**src/design/swnm_pkg.sv**
```systemverilog
// ----------------------------------------------------------------------------
// swnm_pkg
// Shared widths, defaults, register indexes and the per-cell control type
// of the sliding window near-match unit.
// ----------------------------------------------------------------------------
package swnm_pkg;

    localparam int WINDOW_MAX_DEF = 64;
    localparam int VALUE_W        = 32;
    localparam int TOL_W          = 31;
    localparam int WSIZE_W        = 7;
    localparam int CFG_ADDR_W     = 1;
    localparam int OUT_DATA_W     = 8;

    typedef enum logic [CFG_ADDR_W-1:0] {
        CFG_WINDOW_SIZE = 1'b0,
        CFG_TOLERANCE   = 1'b1
    } t_cfg_index;

    typedef struct packed {
        logic load;
        logic shift;
        logic cmp;
    } t_cell_ctl;

endpackage

```
**src/design/swnm_cell.sv**
```systemverilog
// ----------------------------------------------------------------------------
// swnm_cell
// One window cell: holds a kept value, passes it to the next cell on a
// shift and registers whether the incoming item is within tolerance of it.
// ----------------------------------------------------------------------------
module swnm_cell (
    input  logic                                i_clk,
    input  logic                                i_rst_n,
    input  swnm_pkg::t_cell_ctl                 i_ctl,
    input  logic signed [swnm_pkg::VALUE_W-1:0] i_sample,
    input  logic signed [swnm_pkg::VALUE_W-1:0] i_prev,
    input  logic        [swnm_pkg::TOL_W-1:0]   i_tol,
    output logic signed [swnm_pkg::VALUE_W-1:0] o_value,
    output logic                                o_match
);

    localparam int DW = swnm_pkg::VALUE_W + 1;

    logic signed [swnm_pkg::VALUE_W-1:0] r_value;
    logic                                r_match;
    logic                                n_match;
    logic signed [DW-1:0]                diff;
    logic        [DW-1:0]                mag;

    always_comb begin
        diff    = {i_sample[swnm_pkg::VALUE_W-1], i_sample}
                - {r_value[swnm_pkg::VALUE_W-1], r_value};
        mag     = diff[DW-1] ? DW'(-diff) : DW'(diff);
        n_match = i_ctl.cmp && (mag <= {2'b00, i_tol});
    end

    always_ff @(posedge i_clk) begin
        if (i_ctl.shift) begin
            r_value <= i_prev;
        end
    end

    always_ff @(posedge i_clk) begin
        if (!i_rst_n) begin
            r_match <= 1'b0;
        end else if (i_ctl.load) begin
            r_match <= n_match;
        end
    end

    assign o_value = r_value;
    assign o_match = r_match;

endmodule

```
**config.mk**
```make
export PLATFORM = sky130hd
export DESIGN_NAME = swnm_cell
export DESIGN_NICKNAME = d
export VERILOG_FILES = /design/src/design/swnm_pkg.sv /design/src/design/swnm_cell.sv
export SDC_FILE = /design/constraint.sdc
export NUM_CORES = 1
export LEC_CHECK = 0
export BUFFER_PORTS_ARGS = -buffer_cell sky130_fd_sc_hd__buf_2
export CAP_MARGIN = 15
export CELL_PAD_IN_SITES_DETAIL_PLACEMENT = 1
export CELL_PAD_IN_SITES_GLOBAL_PLACEMENT = 2
export CORE_ASPECT_RATIO = 1.75
export CORE_UTILIZATION = 33
export DETAILED_ROUTE_END_ITERATION = 6
export GPL_TIMING_DRIVEN = 0
export PLACE_DENSITY = 0.86
export SYNTH_ARGS = -nofsm -noshare
export SYNTH_HDL_FRONTEND = slang
export SYNTH_SLANG_ARGS = --single-unit
export TNS_END_PERCENT = 10
```
**constraint.sdc**
```tcl
create_clock -name i_clk -period 13.3 [get_ports i_clk]
set_input_delay 1.33 -clock i_clk [delete_from_list [all_inputs] [get_ports i_clk]]
set_output_delay 1.33 -clock i_clk [all_outputs]
set_load 0.02 [all_outputs]
```
# After elaboration in Yosys (flattened, before gate mapping)
# Index checks and enable logic that the tools add are counted.
[totals]
reg_bits = 33
out_inout_bits = 33
wordCells = 7
[op_classes]
add_sub_neg = 2
n_lt_le_gt_ge = 1
mux = 1
reduce_logical = 1
[op_table]
columns = ["operator", "count"]
rows = [
  ["$le A33 B31 Y1", 1],
  ["$mux W33", 1],
  ["$neg A33 Y33", 1],
  ["$sub A32 B32 Y33", 1],
  ["$logic_and A1 B1 Y1", 1],
]

# Logic depth before layout (Yosys ltp)
[depth]
word_depth = 5
depth_mapped = 25
mapped_depth_nobuf = 24

# Worst setup path after synthesis
# No wires, ideal clock.
[synth_timing]
path_kind = "input to register"
startpoint = "input i_sample[0] (netlist name)"
endpoint = "register r_match, in the netlist o_match"
setup_time_ps = 96
t_arrival_ps = 5819
path_slack_ps = 7386
path_stages = 24
n_path_buf = 0
cell_sequence = "inv_1 -> ha_1 -> fa_1 -> nor2b_1 -> o31a_1 -> o21ai_1 -> xnor2_1 -> a2111oi_2 -> nand2_1 -> nor4_2 -> nand3_1 -> o21ai_0 -> xor2_1 -> ha_1 -> a21o_1 -> a21o_1 -> a21oi_1 -> nand2_1 -> a21o_1 -> a21oi_1 -> a21oi_1 -> nor2_1 -> o21ai_0 -> o41ai_2"
[synth_between]
elab_chain_cells = 5
[synth_lines]
columns = ["item", "line_no", "rtl"]
rows = [
  ["start, declared", "swnm_cell.sv:10", "input logic signed [swnm_pkg::VALUE_W-1:0] i_sample,"],
  ["$sub A32 B32 Y33 (*)", "swnm_cell.sv:27", "- {r_value[swnm_pkg::VALUE_W-1], r_value};"],
  ["$neg A33 Y33", "swnm_cell.sv:28", "mag = diff[DW-1] ? DW'(-diff) : DW'(diff);"],
  ["$mux W33 (*)", "swnm_cell.sv:28", ""],
  ["$le A33 B31 Y1 (*)", "swnm_cell.sv:29", "n_match = i_ctl.cmp && (mag <= {2'b00, i_tol});"],
  ["$logic_and A1 B1 Y1 (*)", "swnm_cell.sv:29", ""],
  ["end signal, assigned", "swnm_cell.sv:42", "r_match <= n_match;"],
  ["end, declared", "swnm_cell.sv:20", "logic r_match;"],
]
# Every way passes the cells marked *; elsewhere a longest branch is shown, timed or not.
# A chain may end at the register's enable or synchronous reset.

# Final worst setup path
# Same ends and word-level chain as after synthesis.

==> impl_metrics.yaml <==
critical_path:
  startpoint_type: "primary input"
  cp-end-kind: "flip-flop"
  crit_required_ps: 13500
  crit_arrival_ps: 6810
  criticalPathCategory: "primary input to flip-flop"
  crit_path_max_fanout: 6
sta:
  period_needed_ps: 6610
  worstMarginPinSlew_ps: 792
  rsz0062_at_grt: "no"
  tns_ps: 0
  slew_violations: 0
  skew_ps: 5.52
  worst_slew_margin_rel_pct: 47.2
  min_period_over_period_pct: 49.7
  hold_violations: 0
  finalSetupViolCount: 0
  fmax_mhz: 151
layout:
  nets: 892
  layout-drive-gt1-share_pct: 23.1
  multiInputGateArea_um2: 3370
  seq_area_um2: 981
  finish.instance_area_um2: 5730
  syn_to_final_growth_pct: 22.4
  final.fill_count: 1781
  antenna-diode-count: 0
synthesis:
  async_flop_share_pct: 0
  syn_nets: 753
  synthFlopType: "edfxtp_1"
  yosys_warnings: 0
  ys_ff_latch: 33
  synth_enable_flop_cells: 32
  synth.avg_cell_area_um2: 7.96
  netlist_instances: 588
  yosysSeqAreaShare_pct: 21.0
  yosysTopAreaCell: "edfxtp_1"
  synth.top_cells.by_area: "edfxtp_1, ha_1, inv_1, xnor2_1, nand2_1"
  yosysUniqueCellTypes: 70
  synth_top_area_share_pct: 20.5
  syn_area_um2: 4680
pwr:
  peakVddDrop_v: 0.0000620
  p_sw_share_pct: 42.5
  clkPwrFrac_pct: 22.1
  p_per_area_nw_per_um2: 109
  power_uw: 626
  power.internal_uw: 359
  p_leak_uw: 0.00281
  power_frac_comb_pct: 57.5
  p_switching_uw: 266
  seq_power_share_pct: 20.4
routing:
  vias: 4761
  wl_um: 13900
  vias_per_cell: 5.26
  ant_nets: 0
  wl_per_cell_um: 15.3
  drt_pass1_iterations: 4
  drc: 0
  drtIter0Drc: 103
placed_design:
  hpwlAfterDp_um: 12100
  place_congestion: 0.796
  placed_area_um2: 5560
  io_buffers: 132
status:
  status: "finished clean"
clock_network:
  postCtsHoldBufs: 0
  cts_buffers: 5
  cts_tree: "yes"
  clkTransAtPathRegs_ps: 60
  clk_path_buf_depth: 2
  insertion_delay_ps: 290
  ctsResizeCount: 0
  cts.sinks: 33
  cts_setup_buffers: 0
  htreeDepth: 2
  clock_tree.root_cell: "clkbuf_16"
die:
  start_util_pct: 33.8
  rows: 57
  core_area_um2: 13800
  dieHeight_um: 160
  fp.dieW_um: 92.0
  die-area_um2: 14700
  io_pins: 133
flow_run:
  max_cap_viol_count: 0
grt:
  antenna_found_initial: 0
  gr-usage-all-layers_pct: 19.4
  grt_pass1_wl_um: 23100
  grt_pass1_vias: 5082
  grt_max_degree: 33
  globalRouteOverflowTotal: 0
worst_hold_path:
  hp-class: "flip-flop to flip-flop"
## metrics by stage
step,utilization (%),setup WS [ps],cells,hold slack (ps)
after floorplan,-,7390,588,576
after global placement,40.2,6450,897,507
after detailed placement,40.2,6340,897,503
after CTS,41.4,6610,905,533
after global routing,41.4,6240,905,563
final,41.4,6690,905,520
## sequential cells by signal, summed over array words and instances (netlist names)
register and flops:
o_match 1, o_value 32
## synthesized netlist by cell type (4+ instances only)
cell type  count
nor2_1        43
a21o_1        24
nor2b_1        4
a21oi_1       38
or3_1          5
o31ai_1        6
a211oi_1       8
o21a_1         6
ha_1          64
and3_1         5
and2_1         7
nand2b_1       5
o211a_1        4
clkbuf_1      10
nor4_1         5
edfxtp_1      32
o21bai_1       4
a21oi_2        4
a31oi_1        5
o21ai_1        6
nand4_1       17
a221oi_1       5
o21ai_0       33
xnor2_1       27
nand3_1       17
xor2_1        18
nand2_1       53
inv_1         71
nor3_1        10
## cell families after synthesis
family	after synthesis	synth area share [%]
and+or+nand+nor	189	20.7
AOI/OAI and AO/OA	170	25.0
buffers and inverters	84	7.00
adders and majority gates	65	17.5
xor gates and xnor gates	45	8.42
DFF	33	21.0
muxes	2	0.428
## layout by cell type (no fill, tap or decap), types with 6 or more instances in the layout
master and instances:
nor3_1 10, a21o_1 24, and2_1 7, nand3_1 17, nor2_1 43, nand4_1 17, o21ai_0 33, ha_1 64
inv_1 71, o21ai_1 6, buf_2 132, a21oi_1 38, xnor2_1 27, o31ai_1 6, clkbuf_1 10, edfxtp_1 32
a211oi_1 8, xor2_1 18, nand2_1 53, o21a_1 6
## area by class of cell
cell class | instances | share of cell area, %
buffer | 13 | 1.07
clock buffer | 5 | 2.18
clock inverter | 3 | 0.721
inverter | 71 | 4.65
multi-input combinational | 471 | 58.9
sequential | 33 | 17.1
tap | 177 | 3.87
timing repair buffer | 132 | 11.5
## power groups by stage
stage	Sequential (uW)	Clock [uW]	Combinational, uW
after floorplan	141	0	252
after global placement	129	0	347
after detailed placement	130	0	363
after CTS	128	142	365
after global routing	129	146	406
final	127	138	360
## worst max-delay path, cell delays in order
cell       delay (ps)
buf_2              80
inv_1              30
ha_1              210
fa_1              400
nor2b_1           180
o31a_1            270
o21ai_1           120
xnor2_1           240
a2111oi_2         550
nand2_1           190
nor4_2            590
nand3_1           260
o21ai_0           260
xor2_1            210
ha_1              280
a21o_1            160
a21o_1            170
a21oi_1           220
nand2_1            80
a21o_1            190
a21oi_1           170
a21oi_1            70
nor2_1            100
o21ai_0           100
o41ai_2           340
## per-layer routing
metal	track usage (%)	part of all wire (%)	wire [um]	up-vias
met3	1.58	2.3	315	15
li1	-	-	-	2416
met2	38.1	55	7690	82
met4	5.89	2.2	302	0
met1	21.4	40	5570	2248
met5	0	0	0	-
## final timing paths
kind | start | endpoint | slack, ps | cells past startpoint
setup / recovery | i_sample[0] | o_match | 6690 | 25
hold / removal | o_match | o_match | 520 | 2
hold reg to reg | o_match | o_match | 520 | 2
setup reg to reg | o_value[0] | o_match | 7450 | 23
(Power assumes the default switching activity.)
